==> src/rtl/core/idq_pkg.sv <==
`timescale 1ns / 1ps
// ----------------------------------------------------------------------------
// idq_pkg
// shared constants, codes and controller-datapath command type
// ----------------------------------------------------------------------------
package idq_pkg;

	localparam int DEPTH = 8;
	localparam int IDX_W = $clog2(DEPTH);
	localparam int OCC_W = 4;
	localparam int DATA_W = 32;
	localparam logic [IDX_W-1:0] LAST_IDX = IDX_W'(DEPTH - 1);

	typedef enum logic [1:0] {
		OP_PUSH = 2'd0,
		OP_POP_FRONT = 2'd1,
		OP_POP_REAR = 2'd2,
		OP_NONE = 2'd3
	} op_t;

	typedef enum logic [1:0] {
		ST_DONE = 2'd0,
		ST_FULL = 2'd1,
		ST_EMPTY = 2'd2,
		ST_RSVD = 2'd3
	} status_t;

	// commands from the controller to the datapath
	typedef struct packed {
		logic load;
		logic exec;
	} idq_cmd_t;

endpackage

==> src/rtl/core/idq_req_if.sv <==
`timescale 1ns / 1ps
// ----------------------------------------------------------------------------
// idq_req_if
// request channel: operation code and push data word
// ----------------------------------------------------------------------------
interface idq_req_if;
	logic valid;
	logic ready;
	logic [1:0] op;
	logic signed [31:0] push_value;

	modport source (output valid, output op, output push_value, input ready);
	modport sink (input valid, input op, input push_value, output ready);
endinterface

==> src/rtl/core/idq_rsp_if.sv <==
`timescale 1ns / 1ps
// ----------------------------------------------------------------------------
// idq_rsp_if
// response channel: status, removed word and element count
// ----------------------------------------------------------------------------
interface idq_rsp_if;
	logic valid;
	logic ready;
	logic [1:0] status;
	logic signed [31:0] popped_value;
	logic [3:0] occupancy;

	modport source (output valid, output status, output popped_value, output occupancy,
		input ready);
	modport sink (input valid, input status, input popped_value, input occupancy,
		output ready);
endinterface

==> src/rtl/core/idq_ctrl.sv <==
`timescale 1ns / 1ps
// ----------------------------------------------------------------------------
// idq_ctrl
// handshake controller: takes one item, executes it, holds the result valid
// ----------------------------------------------------------------------------
module idq_ctrl (
	input  logic clk,
	input  logic arst_n,
	input  logic req_valid,
	output logic req_ready,
	output logic rsp_valid,
	input  logic rsp_ready,
	output idq_pkg::idq_cmd_t cmd
);
	import idq_pkg::*;

	typedef enum logic [1:0] {
		S_IDLE = 2'b01,
		S_EXEC = 2'b10
	} state_t;

	state_t state_q, state_d;
	logic rsp_valid_q;
	logic out_free;

	assign out_free = !rsp_valid_q || rsp_ready;
	assign req_ready = (state_q == S_IDLE);
	assign rsp_valid = rsp_valid_q;

	always_comb begin
		state_d = state_q;
		cmd.load = 1'b0;
		cmd.exec = 1'b0;
		unique case (state_q)
			S_IDLE: begin
				if (req_valid) begin
					cmd.load = 1'b1;
					state_d = S_EXEC;
				end
			end
			S_EXEC: begin
				if (out_free) begin
					cmd.exec = 1'b1;
					state_d = S_IDLE;
				end
			end
			default: state_d = S_IDLE;
		endcase
	end

	always_ff @(posedge clk or negedge arst_n) begin
		if (!arst_n) begin
			state_q <= S_IDLE;
			rsp_valid_q <= 1'b0;
		end else begin
			state_q <= state_d;
			if (cmd.exec)
				rsp_valid_q <= 1'b1;
			else if (rsp_ready)
				rsp_valid_q <= 1'b0;
		end
	end
endmodule

==> src/rtl/core/idq_dp.sv <==
`timescale 1ns / 1ps
// ----------------------------------------------------------------------------
// idq_dp
// datapath: slot store, front and rear indices, result register
// ----------------------------------------------------------------------------
module idq_dp (
	input  logic clk,
	input  logic arst_n,
	input  idq_pkg::idq_cmd_t cmd,
	input  logic [1:0] op,
	input  logic signed [31:0] push_value,
	output logic [1:0] status,
	output logic signed [31:0] popped_value,
	output logic [3:0] occupancy
);
	import idq_pkg::*;

	logic [DATA_W-1:0] mem [DEPTH];
	logic [DATA_W-1:0] rd_q;
	logic [1:0] op_q;
	logic [DATA_W-1:0] val_q;
	logic [IDX_W-1:0] head_q, tail_q, head_d, tail_d;
	logic empty_q, empty_d;
	logic [IDX_W-1:0] rd_addr;
	logic wr_en;
	logic [IDX_W-1:0] wr_addr;
	logic [1:0] status_d;
	logic [DATA_W-1:0] popped_d;
	logic [OCC_W-1:0] occ_d;
	logic [1:0] status_q;
	logic [DATA_W-1:0] popped_q;
	logic [OCC_W-1:0] occ_q;

	// read address picked at accept time, pointers are stable then
	assign rd_addr = (op == OP_POP_FRONT) ? head_q : tail_q;

	always_comb begin
		head_d = head_q;
		tail_d = tail_q;
		empty_d = empty_q;
		wr_en = 1'b0;
		wr_addr = '0;
		status_d = ST_DONE;
		popped_d = '0;
		unique case (op_q)
			OP_PUSH: begin
				if (empty_q) begin
					head_d = '0;
					tail_d = '0;
					empty_d = 1'b0;
					wr_en = 1'b1;
					wr_addr = '0;
				end else if (tail_q == LAST_IDX) begin
					status_d = ST_FULL;
				end else begin
					tail_d = tail_q + 1'b1;
					wr_en = 1'b1;
					wr_addr = tail_q + 1'b1;
				end
			end
			OP_POP_FRONT, OP_POP_REAR: begin
				if (empty_q) begin
					status_d = ST_EMPTY;
				end else begin
					popped_d = rd_q;
					if (head_q >= tail_q) begin
						head_d = '0;
						tail_d = '0;
						empty_d = 1'b1;
					end else if (op_q == OP_POP_FRONT) begin
						head_d = head_q + 1'b1;
					end else begin
						tail_d = tail_q - 1'b1;
					end
				end
			end
			default: ;
		endcase
		occ_d = empty_d ? '0 : OCC_W'(OCC_W'(tail_d) - OCC_W'(head_d) + 1'b1);
	end

	always_ff @(posedge clk or negedge arst_n) begin
		if (!arst_n) begin
			head_q <= '0;
			tail_q <= '0;
			empty_q <= 1'b1;
		end else if (cmd.exec) begin
			head_q <= head_d;
			tail_q <= tail_d;
			empty_q <= empty_d;
		end
	end

	always_ff @(posedge clk) begin
		if (cmd.load) begin
			op_q <= op;
			val_q <= push_value;
			rd_q <= mem[rd_addr];
		end
		if (cmd.exec && wr_en)
			mem[wr_addr] <= val_q;
		if (cmd.exec) begin
			status_q <= status_d;
			popped_q <= popped_d;
			occ_q <= occ_d;
		end
	end

	assign status = status_q;
	assign popped_value = popped_q;
	assign occupancy = occ_q;
endmodule

==> src/rtl/core/input_restricted_deque.sv <==
`timescale 1ns / 1ps
// ----------------------------------------------------------------------------
// input_restricted_deque
// deque over a linear store: push at the rear, pop at either end
// ----------------------------------------------------------------------------
// from item accept to result valid: the slot read is registered at accept, then execute registers the result
// one item at a time: the next accept waits until the previous item has executed
// a held result does not block the next accept; execution waits for it
// reset: async active low, indices to zero and store empty; slot contents
// are not cleared and need no clearing pass
module input_restricted_deque (
	input  logic clk,
	input  logic arst_n,
	idq_req_if.sink req,
	idq_rsp_if.source rsp
);
	import idq_pkg::*;

	// command bundle from the controller into the datapath
	idq_cmd_t cmd;

	// controller owns both handshakes and the result valid flag
	idq_ctrl u_ctrl (
		.clk       (clk),
		.arst_n    (arst_n),
		.req_valid (req.valid),
		.req_ready (req.ready),
		.rsp_valid (rsp.valid),
		.rsp_ready (rsp.ready),
		.cmd       (cmd)
	);

	// datapath holds the slots, the indices and the result register
	idq_dp u_dp (
		.clk          (clk),
		.arst_n       (arst_n),
		.cmd          (cmd),
		.op           (req.op),
		.push_value   (req.push_value),
		.status       (rsp.status),
		.popped_value (rsp.popped_value),
		.occupancy    (rsp.occupancy)
	);
endmodule

==> src/flat_wrapper.sv <==
// flat-port wrapper written by rule: the top's interface ports become plain ports
module input_restricted_deque_flat import idq_pkg::*;
  (clk, arst_n, req_valid, req_op, req_push_value, req_ready, rsp_valid, rsp_status, rsp_popped_value, rsp_occupancy, rsp_ready);
  idq_req_if req_i ();
  idq_rsp_if rsp_i ();
  input  logic clk;
  input  logic arst_n;
  input wire logic [$bits(req_i.valid)-1:0] req_valid;
  input wire logic [$bits(req_i.op)-1:0] req_op;
  input wire logic [$bits(req_i.push_value)-1:0] req_push_value;
  output wire logic [$bits(req_i.ready)-1:0] req_ready;
  output wire logic [$bits(rsp_i.valid)-1:0] rsp_valid;
  output wire logic [$bits(rsp_i.status)-1:0] rsp_status;
  output wire logic [$bits(rsp_i.popped_value)-1:0] rsp_popped_value;
  output wire logic [$bits(rsp_i.occupancy)-1:0] rsp_occupancy;
  input wire logic [$bits(rsp_i.ready)-1:0] rsp_ready;
  assign req_i.valid = req_valid;
  assign req_i.op = req_op;
  assign req_i.push_value = req_push_value;
  assign req_ready = req_i.ready;
  assign rsp_valid = rsp_i.valid;
  assign rsp_status = rsp_i.status;
  assign rsp_popped_value = rsp_i.popped_value;
  assign rsp_occupancy = rsp_i.occupancy;
  assign rsp_i.ready = rsp_ready;
  input_restricted_deque u_core (.clk(clk), .arst_n(arst_n), .req(req_i), .rsp(rsp_i));
endmodule
==> config.mk <==
export PLATFORM = sky130hd
export DESIGN_NAME = input_restricted_deque_flat
export DESIGN_NICKNAME = d
export VERILOG_FILES = /design/src/rtl/core/idq_pkg.sv /design/src/rtl/core/idq_req_if.sv /design/src/rtl/core/idq_rsp_if.sv /design/src/rtl/core/idq_ctrl.sv /design/src/rtl/core/idq_dp.sv /design/src/rtl/core/input_restricted_deque.sv /design/src/flat_wrapper.sv
export SDC_FILE = /design/constraint.sdc
export NUM_CORES = 1
export LEC_CHECK = 0
export BUFFER_PORTS_ARGS = -buffer_cell sky130_fd_sc_hd__buf_2
export CAP_MARGIN = 20
export CORE_MARGIN = 5
export CORE_UTILIZATION = 40
export DETAILED_ROUTE_END_ITERATION = 7
export HOLD_SLACK_MARGIN = 0.08
export PLACE_DENSITY = 0.62
export SLEW_MARGIN = 40
export SYNTH_ARGS = -nofsm -noshare
export SYNTH_HDL_FRONTEND = slang
export SYNTH_SLANG_ARGS = --single-unit
==> constraint.sdc <==
create_clock -name clk -period 9.8 [get_ports clk]
set_input_delay 2.94 -clock clk [delete_from_list [all_inputs] [get_ports clk]]
set_output_delay 2.94 -clock clk [all_outputs]
set_load 0.005 [all_outputs]
Yosys cells after proc, flatten, opt, wreduce, memory -nomap -nowiden
Memory sizes are Yosys's and may differ from the RTL's. A register that Yosys moved wholly into a read port is not among the register bits.
Cells that the tools add are included.
{"block": "word_totals", "reg_bits": 82, "ramBits": 256, "output_inout_bits": 40, "word_cells": 70, "n_memories": 1}
{"block": "classes", "add_sub_neg": 5, "n_lt_le_gt_ge": 1, "eq_ne": 8, "n_mux": 36, "n_bitwise": 1, "reduce_logical": 8}
{"memory": "u_core.u_dp.mem", "words": 8, "width": 32, "rd": 1, "rd_clocked_by_memory_dff": 1, "write_ports": 1, "line": "idq_dp.sv:18", "text": "logic [DATA_W-1:0] mem [DEPTH];"}
{"cell": "3-bit two-way mux", "count": 13}
{"cell": "1-bit two-way mux", "count": 15}
{"cell": "3-bit case mux with 2 select lines", "count": 2}
{"cell": "2-bit case mux with 2 select lines", "count": 2}
{"cell": "3-bit by 1-bit adder with 3-bit output (second input constant)", "count": 2}
{"cell": "2-bit by 1-bit equality test with 1-bit output (second input constant)", "count": 3}
{"cell": "2-bit two-way mux", "count": 3}
{"cell": "4-bit by 1-bit adder with 4-bit output (second input constant)", "count": 1}
{"cell": "2-bit equality test (second input constant)", "count": 2}
{"cell": "2-bit != test (second input constant)", "count": 2}
{"cell": "2-bit OR reduction", "count": 2}
{"cell": "3-bit by 3-bit subtractor with 4-bit output", "count": 1}
{"cell": "3-bit equality test (second input constant)", "count": 1}
{"cell": "3-bit >= comparator", "count": 1}
{"cell": "3-bit by 1-bit subtractor with 3-bit output (second input constant)", "count": 1}
{"cell": "2-bit logical NOT", "count": 1}
{"cell": "1-bit case mux with 2 select lines", "count": 1}
{"cell": "2-bit AND reduction", "count": 1}
{"cell": "2-bit nonzero test", "count": 1}
{"cell": "1-bit logical AND", "count": 1}
{"cell": "1-bit logical NOT", "count": 1}
{"cell": "1-bit logical OR", "count": 1}
{"cell": "1-bit inverter", "count": 1}

Longest topological paths before layout
Gate-level depths: netlist (run 1).
{"block": "depth", "depth_word": 7, "ltp_mapped": 15, "mapped_depth_nobuf": 14}

Cells and area by module
Synthesis (run 1) repeated with hierarchy kept, for this count alone.
{"block": "unflattened", "cells_unflattened": 766, "area_unflattened_um2": 14445.1}
{"mod": "idq_dp", "instances": 1, "cells_each": 755, "area_per_inst_um2": 14315.0, "seq_area_each_um2": 10986.8}
{"mod": "idq_ctrl", "instances": 1, "cells_each": 11, "area_per_inst_um2": 130.1, "seq_area_each_um2": 76.3}

Worst setup path before layout (run 1)
No wires, ideal clock.
{"block": "synth_path", "path_kind": "input to register", "startpoint": "input port rsp_ready", "endpoint": "memory u_core.u_dp.mem[1][0], enable pin", "arrival_ps": 7335, "required_time_ps": 9299, "slack_ps": 1964, "stages": 5, "path_cell_list": "nand2b_1 -> nand2_1 -> inv_1 -> nand2_1 -> nor4_1"}
{"element": "from (decl)", "line": "flat_wrapper.sv:16", "text": "input wire logic [$bits(rsp_i.ready)-1:0] rsp_ready;"}
{"element": "to (decl)", "line": "idq_dp.sv:18"}

Worst setup path in the final report (run 1)
{"block": "layout_path", "startpoint": "input port req_op[1]", "endpoint": "register u_core.u_dp.rd_q[17], read port of u_core.u_dp.mem (data pin)"}
{"block": "layout_via", "elab_chain_len": 2}
{"element": "from (decl)", "line": "flat_wrapper.sv:9", "text": "input wire logic [$bits(req_i.op)-1:0] req_op;"}
{"element": "2-bit by 1-bit equality test with 1-bit output", "line": "idq_dp.sv:35", "text": "assign rd_addr = (op == OP_POP_FRONT) ? head_q : tail_q;"}
{"element": "3-bit two-way mux", "line": "idq_dp.sv:35"}
{"element": "to (decl)", "line": "idq_dp.sv:19", "text": "logic [DATA_W-1:0] rd_q;"}
Every way passes these cells.
A chain may end at the register's enable or synchronous reset.

==> impl_metrics.json, run 1 <==
{
  "status": "finished clean",
  "dieArea_mm2": 0.0400,
  "finalHoldViolations": 0,
  "min_from": "u_core.u_dp.rd_q[17]$_DFFE_PP_",
  "grt_max_degree": 129,
  "yosys.area_share.adder_pct": 1.53,
  "synth_mux_area_share_pct": 9.71,
  "gp_congestion": 0.774,
  "cp-start-kind": "input pin",
  "cp-end-kind": "flip-flop",
  "ant_nets": 0,
  "cts_sinks": 370,
  "p_leak_nw": 5.88,
  "crit_arrival_ns": 5.19,
  "dp_hpwl_mm": 15.2,
  "gr-usage-met1_pct": 17.9,
  "dieWidth_um": 200,
  "synth_cell_types": 44,
  "max_slew_margin_pct": 52.7,
  "crit_type": "in2reg",
  "cp.required_ns": 10.02,
  "syn_area_per_cell_um2": 18.7,
  "drc": 0,
  "rows": 69,
  "avgViaCountPerCell": 5.03,
  "rr_startpoint": "u_core.u_dp.tail_q[0]$_DFFE_PN0P_",
  "period_needed_ns": 4.96,
  "hold_end": "u_core.u_dp.popped_value[17]$_SDFFCE_PP0P_",
  "netlist_area_mm2": 0.0144,
  "rsz0062_at_grt": "false",
  "ios": 78,
  "synth-edff-count": 360,
  "clockBufferDepth": 3,
  "cts_tree": "done",
  "core_mm2": 0.0356,
  "nets": 927,
  "vias": 6833,
  "power_mw": 4.16,
  "use_met2_pct": 22.7,
  "dr.pass1.iters": 5,
  "start_util_pct": 40.6,
  "slew_violations": 0,
  "maxCapViolCount": 0,
  "post_drt_wl_per_cell_um": 19.7,
  "numCtsBuffers": 39,
  "ys_warn_count": 0,
  "cts_hold_buffers": 0,
  "synth_top_family_by_area": "multiplexers",
  "clk_pin_slew_ns": 0.06,
  "synth-simple-area-share_pct": 3.99,
  "layout-drive-gt1-share_pct": 27.9,
  "syn_nets": 826,
  "whs_ns": 0.511,
  "grt_pass1_wl_mm": 41.5,
  "htreeDepth": 2,
  "drt_wl_total_mm": 26.8,
  "cts_setup_buffers": 0,
  "grt.total_usage_pct": 13.4,
  "seq_area_frac_synth_pct": 76.6,
  "synth_compound_area_share_pct": 6.09,
  "syn_inst": 771,
  "cts_root_buf": "clkbuf_16",
  "grt_overflow": 0,
  "r2r_end": "u_core.u_dp.mem[0][25]$_DFFE_PP_",
  "area_delta_synth_final_pct": 14.7,
  "antenna_found_initial": 0,
  "reg2reg_slack_ns": 6.52,
  "ys_seq_elements": 370,
  "crit_fanout": 90,
  "powerDensity_mw_per_mm2": 251,
  "top_usage_layer": "met2",
  "synth_xor_area_share_pct": 0.0607,
  "clock_skew_ns": 0.0153,
  "place_ws_ns": 4.37,
  "tns_ns": 0,
  "layout_worst_path_cycle_share_pct": 50.7,
  "synth-async-reset-ratio_pct": 2.70,
  "ys.flop_type": "edfxtp_1",
  "reg2reg_depth": 7,
  "cts_resized": 0,
  "fin_ws_ns": 4.84,
  "clkLatencyLatePin_ns": 0.52,
  "portBuffers": 77,
  "tightest_slew_ns": 0.709,
  "hp-class": "reg2reg",
  "use_met3_pct": 2.75,
  "drt_iter0_markers": 456,
  "hold_depth": 1,
  "die_y_um": 200,
  "vdd_drop_max_uv": 130,
  "setup_viol": 0,
  "max_freq_mhz": 201,
  "grt_pass1_vias": 7157
}
-- metal layers --
metal / share of wire (%) / vias up
met5: 0 / -
li1: - / 3265
met2: 49 / 118
met1: 45 / 3422
met3: 4.5 / 28
met4: 1.4 / 0
-- flip-flops by register name (all words and copies together), names as in the netlist --
name	flops
u_core.u_dp.op_q	2
u_core.u_dp.head_q	3
u_core.u_ctrl.state_q	2
u_core.u_dp.status	2
u_core.u_dp.val_q	32
u_core.u_dp.mem	256
u_core.u_dp.occupancy	4
u_core.u_ctrl.rsp_valid	1
u_core.u_dp.rd_q	32
u_core.u_dp.tail_q	3
u_core.u_dp.empty_q	1
u_core.u_dp.popped_value	32
-- stage by stage --
step           util, %  cells  area, µm²
2_1_floorplan        -    771      14400
3_3_place_gp      43.1   1288      15300
3_5_place_dp      43.3   1291      15400
4_1_cts           46.5   1357      16500
5_1_grt           46.6   1358      16600
6_report          46.6   1359      16600
-- synthesized netlist by cell type (all sizes together), types with 12 or more instances --
cell type / n / share of area [%]
ha: 16 / 1.4
edfxtp: 360 / 75
buf: 15 / 1.2
inv: 13 / 0.34
a221oi: 32 / 3.3
clkbuf: 18 / 0.47
o22ai: 33 / 1.4
nand2: 19 / 0.49
and2: 34 / 1.5
o21ai: 12 / 0.42
nor2: 17 / 0.44
mux2: 64 / 5.0
mux2i: 68 / 4.7
-- worst max-delay path: stages --
cell      delay (ns)
buf_2           0.10
nand2b_1        0.31
mux2i_4         0.31
buf_12          0.27
buf_16          0.44
mux2_2          0.40
o22ai_1         0.26
a221oi_2        0.06
-- cells by family after synthesis --
logic type | after synthesis
AO/OA/AOI/OAI | 98
flip-flops | 370
multiplexers | 132
adder cells (fa/ha/maj) | 17
AND/OR/NAND/NOR | 107
buffers and inverters | 46
XOR/XNOR | 1
-- worst max-delay path by stage --
| stage | end | slack [ns] | startpoint | cells past startpoint |
|---|---|---|---|---|
| floorplan | u_core.u_dp.mem[1][0]$_DFFE_PP_ | 1.96 | rsp_ready | 5 |
| global route | u_core.u_dp.rd_q[5]$_DFFE_PP_ | 4.74 | req_op[1] | 8 |
| detailed placement | u_core.u_dp.mem[0][25]$_DFFE_PP_ | 4.37 | rsp_ready | 6 |
| CTS | u_core.u_dp.mem[0][22]$_DFFE_PP_ | 4.91 | rsp_ready | 6 |
| global placement | u_core.u_dp.mem[5][14]$_DFFE_PP_ | 4.04 | rsp_ready | 7 |
| finish | u_core.u_dp.rd_q[17]$_DFFE_PP_ | 4.84 | req_op[1] | 8 |
-- layout make-up --
class	instances	area [µm²]
clock inverters	17	70.1
diodes	1	2.50
repair buffers	93	591
clock buffers	49	1060
inverters	13	51.3
well taps	461	577
multi-input cells	355	3160
flip-flops and latches	370	11100
fillers	3062	19000
-- power breakdown --
part | switching (mW) | internal [mW]
combinational | 0.514 | 0.389
clock | 0.554 | 0.756
sequential | 0.0639 | 1.88
-- cell usage in the layout (no fill, tap or decap), types with 11 or more instances in the layout --
cell	count
and2_1	33
a221oi_2	31
edfxtp_1	360
o21ai_0	11
buf_4	11
ha_1	16
clkbuf_16	41
inv_1	12
nand2_1	19
nor2_1	14
mux2i_1	67
o22ai_1	33
buf_2	77
mux2_2	64
clkinv_1	12
Power figures use the tool's default switching activity.
==> run 2, diff against run 1 <==
- clock period: 9.8 -> 5.14 ns (I/O delays scaled with it)
==> impl_metrics.json, run 2 (same netlist as run 1, synthesis figures left out) <==
{
  "dpl-instance-area_mm2": 0.0156,
  "numCtsBuffers": 40,
  "slew_violations": 0,
  "ff_latch_area_mm2": 0.0111,
  "vdd_drop_max_uv": 243,
  "dp_hpwl_mm": 16.2,
  "cts_setup_buffers": 0,
  "instances_no_fill": 1367,
  "vias": 6999,
  "clock_skew_ns": 0.0163,
  "final_cell_mix": "edfxtp_1 (360), buf_2 (77), mux2i_1 (67), mux2_2 (64), clkbuf_16 (42)",
  "multi_input_area_mm2": 0.00319,
  "die_y_um": 200,
  "avgViaCountPerCell": 5.12,
  "grt.total_usage_pct": 14.5,
  "hp-class": "reg2reg",
  "path_cells": "buf_2 -> nand2b_1 -> mux2i_1 -> nand2_2 -> buf_4 -> o22ai_1 -> a221oi_2",
  "dieWidth_um": 200,
  "antenna_found_initial": 0,
  "nets": 932,
  "ios": 78,
  "portBuffers": 77,
  "diodes": 0,
  "grt_pass1_wl_mm": 44.1,
  "dieArea_mm2": 0.0400,
  "grt_pass1_vias": 7369,
  "gp_congestion": 0.770,
  "fill_cells": 3016,
  "max_stage_delay_ns": 0.63,
  "cts_resized": 0,
  "dp_cells": 1295,
  "fin_util_pct": 47.3,
  "period_needed_ns": 3.41,
  "ant_nets": 0,
  "stdcell_area_mm2": 0.0168,
  "rsz0062_at_grt": "false",
  "cts_sinks": 370,
  "max_slew_margin_pct": 46.6,
  "clk_pin_slew_ns": 0.06,
  "powerDensity_mw_per_mm2": 489,
  "clkLatencyLatePin_ns": 0.53,
  "dr.pass1.iters": 4,
  "layout_worst_path_cycle_share_pct": 66.4,
  "largest_reg_flops": 256,
  "finalHoldViolations": 0,
  "power_mw": 8.22,
  "cp-start-kind": "input pin",
  "crit_arrival_ns": 3.65,
  "maxCapViolCount": 0,
  "max_freq_mhz": 293,
  "cts_root_buf": "clkbuf_16",
  "crit_type": "in2reg",
  "rows": 69,
  "cts_tree": "done",
  "area_delta_synth_final_pct": 16.5,
  "cts_hold_buffers": 0,
  "drc": 0,
  "grt_overflow": 0,
  "crit_fanout": 17,
  "tightest_slew_ns": 0.799,
  "htreeDepth": 2,
  "p_leak_nw": 5.99,
  "grt_max_degree": 65,
  "cp-end-kind": "flip-flop",
  "cp.required_ns": 5.38,
  "status": "finished clean",
  "drt_iter0_markers": 595,
  "largest_register": "u_core.u_dp.mem",
  "start_util_pct": 40.6,
  "layout_commonest_cell": "edfxtp_1",
  "clockBufferDepth": 3,
  "drt_wl_total_mm": 28.7,
  "core_mm2": 0.0356,
  "layout-drive-gt1-share_pct": 29.6,
  "post_drt_wl_per_cell_um": 21.0,
  "setup_viol": 0,
  "cpMaxStageDelayCell": "mux2i_1"
}
run 2: layout make-up:
cell class                 instances  share of cell area (%)
inverter                          13                   0.290
sequential                       370                    65.8
clock inverter                    23                    1.01
clock buffer                      48                    6.38
multi-input combinational        355                    19.0
tap                              461                    3.43
timing repair buffer              97                    4.16
run 2: power by group:
part	internal, mW	switching, mW
combinational	0.785	1.01
sequential	3.59	0.131
clock	1.59	1.11
run 2: per-stage QoR:
stage / setup slack [ns] / hold WS (ns) / setup TNS [ns]
after floorplan: -0.00833 / 0.480 / -0.267
after global placement: 1.25 / 0.505 / 0
after detailed placement: 1.17 / 0.501 / 0
after CTS: 1.73 / 0.515 / 0
after global routing: 1.57 / 0.534 / 0
final: 1.73 / 0.513 / 0
run 2: per-layer routing:
layer / routed length [µm] / part of all wire [%] / up-vias / track usage [%]
met5: 0 / 0 / - / 0
met4: 503 / 1.8 / 0 / 3.65
met3: 1220 / 4.3 / 35 / 2.58
met2: 14200 / 50 / 148 / 24.0
met1: 12700 / 44 / 3535 / 20.0
li1: - / - / 3281 / -
run 2: critical path: cells and delay by family:
family,cells,cell delay (ns)
buffers and inverters,2,0.46
and+or+nand+nor,2,0.74
muxes,1,0.63
AOI/OAI and AO/OA,2,0.25
run 2: path summary, 6_finish.rpt:
kind	slack [ns]	cells after the start	to	from
worst max-delay path	1.73	7	u_core.u_dp.rd_q[7]$_DFFE_PP_	req_op[1]
worst min-delay path	0.51	1	u_core.u_dp.popped_value[2]$_SDFFCE_PP0P_	u_core.u_dp.rd_q[2]$_DFFE_PP_
worst max register to register	1.74	12	u_core.u_dp.occupancy[3]$_SDFFCE_PP0P_	u_core.u_dp.tail_q[0]$_DFFE_PN0P_
worst min register to register	0.51	1	u_core.u_dp.popped_value[2]$_SDFFCE_PP0P_	u_core.u_dp.rd_q[2]$_DFFE_PP_
max in group asynchronous	3.99	1	u_core.u_ctrl.state_q[0]$_DFFE_PN1P_	arst_n
min in group asynchronous	0.89	1	u_core.u_ctrl.rsp_valid$_DFFE_PN0P_	arst_n
==> run 3, diff against run 2 <==
- clock period: 5.14 -> 3.6 ns (I/O delays scaled with it)
==> impl_metrics.json, run 3 (same netlist as run 1, synthesis figures left out) <==
{
  "dieArea_mm2": 0.0400,
  "rows": 69,
  "hp-class": "in2async",
  "dieWidth_um": 200,
  "portBuffers": 77,
  "final_cell_mix": "edfxtp_1 (360), buf_2 (77), mux2i_1 (67), mux2_2 (64), clkbuf_16 (40)",
  "numCtsBuffers": 39,
  "rsz0062_at_grt": "false",
  "avgViaCountPerCell": 5.10,
  "cts_setup_buffers": 0,
  "multi_input_area_mm2": 0.00321,
  "p_leak_nw": 6.05,
  "cts_resized": 0,
  "fill_cells": 3002,
  "ff_latch_area_mm2": 0.0111,
  "post_drt_wl_per_cell_um": 20.3,
  "ios": 78,
  "p_seq_share_pct": 44.5,
  "layout_commonest_cell": "edfxtp_1",
  "core_mm2": 0.0356,
  "fin_ws_ns": 0.325,
  "reg2reg_depth": 13,
  "vias": 7043,
  "setup_viol": 0,
  "vdd_drop_max_uv": 337,
  "cts_tree": "done",
  "start_util_pct": 40.6,
  "cp_num_buf_inv": 3,
  "switching_share_pct": 27.4,
  "grt_overflow": 0,
  "rr_startpoint": "u_core.u_dp.tail_q[1]$_DFFE_PN0P_",
  "maxCapViolCount": 0,
  "power_switching_mw": 3.26,
  "instances_no_fill": 1382,
  "fin_util_pct": 47.7,
  "cp.required_ns": 3.87,
  "grt_pass1_wl_mm": 43.2,
  "max_stage_delay_ns": 0.46,
  "finalHoldViolations": 0,
  "clk_pin_slew_ns": 0.06,
  "max_slew_margin_pct": 58.1,
  "nets": 946,
  "cts_sinks": 370,
  "clkPwrFrac_pct": 33.3,
  "crit_arrival_ns": 3.54,
  "diodes": 0,
  "slew_violations": 0,
  "clockBufferDepth": 3,
  "cp-start-kind": "flip-flop",
  "ant_nets": 0,
  "path_cells": "inv_1 -> ha_1 -> nand2_1 -> o21ai_0 -> o21ai_0 -> a211oi_1 -> ha_1 -> inv_1 -> ha_1 -> inv_1 -> fa_1 -> xnor2_1 -> nor2_1",
  "grt_pass1_vias": 7346,
  "tns_ns": 0,
  "drt_iter0_markers": 459,
  "crit_fanout": 5,
  "period_needed_ns": 3.28,
  "drt_wl_total_mm": 28.1,
  "dp_cells": 1311,
  "cpMaxStageDelayCell": "dfrtp_1",
  "largest_register": "u_core.u_dp.mem",
  "clock_skew_ns": 0.0184,
  "cts_hold_buffers": 0,
  "layout_worst_path_cycle_share_pct": 91.0,
  "max_freq_mhz": 305,
  "antenna_found_initial": 0,
  "place_ws_ns": 0.347,
  "layout-drive-gt1-share_pct": 30.7,
  "status": "finished clean",
  "crit_family": "adder cells",
  "dr.pass1.iters": 4,
  "gp_congestion": 0.812,
  "dp_hpwl_mm": 15.9,
  "r2r_end": "u_core.u_dp.occupancy[3]$_SDFFCE_PP0P_",
  "pwr-share-comb_pct": 22.3,
  "cp.depth": 13,
  "cts_root_buf": "clkbuf_16",
  "reg2reg_slack_ns": 0.32,
  "grt.total_usage_pct": 14.1,
  "drc": 0,
  "cp-end-kind": "flip-flop",
  "die_y_um": 200,
  "powerDensity_mw_per_mm2": 701,
  "grt_max_degree": 49,
  "htreeDepth": 2,
  "tightest_slew_ns": 0.627,
  "area_delta_synth_final_pct": 17.5,
  "crit_type": "reg2reg",
  "intPower_mw": 8.64,
  "clkLatencyLatePin_ns": 0.53,
  "largest_reg_flops": 256
}
run 3: cell types whose count changed in the layout (fill, tap and decap cells not counted), sizes merged:
cell / delta
buf: +15
bufinv: +2
clkbuf: -2
clkinv: -2
clkinvlp: +3
inv: -1
run 3: metal layers:
layer  share of wire (%)  global-route usage, %  vias to the layer above
met3                 5.0                   2.42                       51
met1                  44                   19.4                     3542
li1                    -                      -                     3301
met2                  49                   23.3                      149
met4                 2.0                   3.77                        0
met5                   0                      0                        -
run 3: cell type report:
cell class / instances / share of cell area (%)
Inverter: 13 / 0.310
Tap cell: 461 / 3.40
Sequential cell: 370 / 65.2
Timing Repair Buffer: 112 / 4.63
Multi-Input combinational cell: 355 / 18.9
Clock inverter: 25 / 1.50
Clock buffer: 46 / 6.03
run 3: worst max-delay path by stage:
| stage | from | endpoint | slack [ns] |
|---|---|---|---|
| 2_1_floorplan | rsp_ready | u_core.u_dp.mem[1][0]$_DFFE_PP_ | 0.006 |
| 3_3_place_gp | req_op[1] | u_core.u_dp.rd_q[8]$_DFFE_PP_ | 0.24 |
| 3_5_place_dp | u_core.u_dp.tail_q[1]$_DFFE_PN0P_ | u_core.u_dp.occupancy[3]$_SDFFCE_PP0P_ | 0.35 |
| 4_1_cts | u_core.u_dp.tail_q[1]$_DFFE_PN0P_ | u_core.u_dp.occupancy[3]$_SDFFCE_PP0P_ | 0.33 |
| 5_1_grt | u_core.u_dp.tail_q[1]$_DFFE_PN0P_ | u_core.u_dp.occupancy[3]$_SDFFCE_PP0P_ | 0.05 |
| 6_report | u_core.u_dp.tail_q[1]$_DFFE_PN0P_ | u_core.u_dp.occupancy[3]$_SDFFCE_PP0P_ | 0.32 |
run 3: worst register-to-register path, delay by kind of cell (launching register included):
family / cells / cell delay [ns]
xor gates and xnor gates: 1 / 0.17
DFF: 1 / 0.46
and+or+nand+nor: 2 / 0.13
AOI/OAI and AO/OA: 3 / 1.00
buffers and inverters: 3 / 0.21
adders and majority gates: 4 / 1.08
run 3: power by group through the flow:
stage                     Combinational, mW  Clock (mW)  Sequential [mW]
after floorplan                        2.00           0             5.32
after global placement                 2.56           0             5.38
after detailed placement               2.68           0             5.38
after CTS                              2.69        4.05             5.29
after global routing                   2.90        4.26             5.32
final                                  2.65        3.96             5.29
run 3: through the flow:
step | hold slack [ns] | total power [mW] | cell area (µm²)
finish | 0.425 | 11.9 | 17000
global route | 0.421 | 12.5 | 17000
CTS | 0.415 | 12.0 | 17000
detailed placement | 0.503 | 8.06 | 15700
global placement | 0.508 | 7.94 | 15600
floorplan | 0.480 | 7.32 | 14500
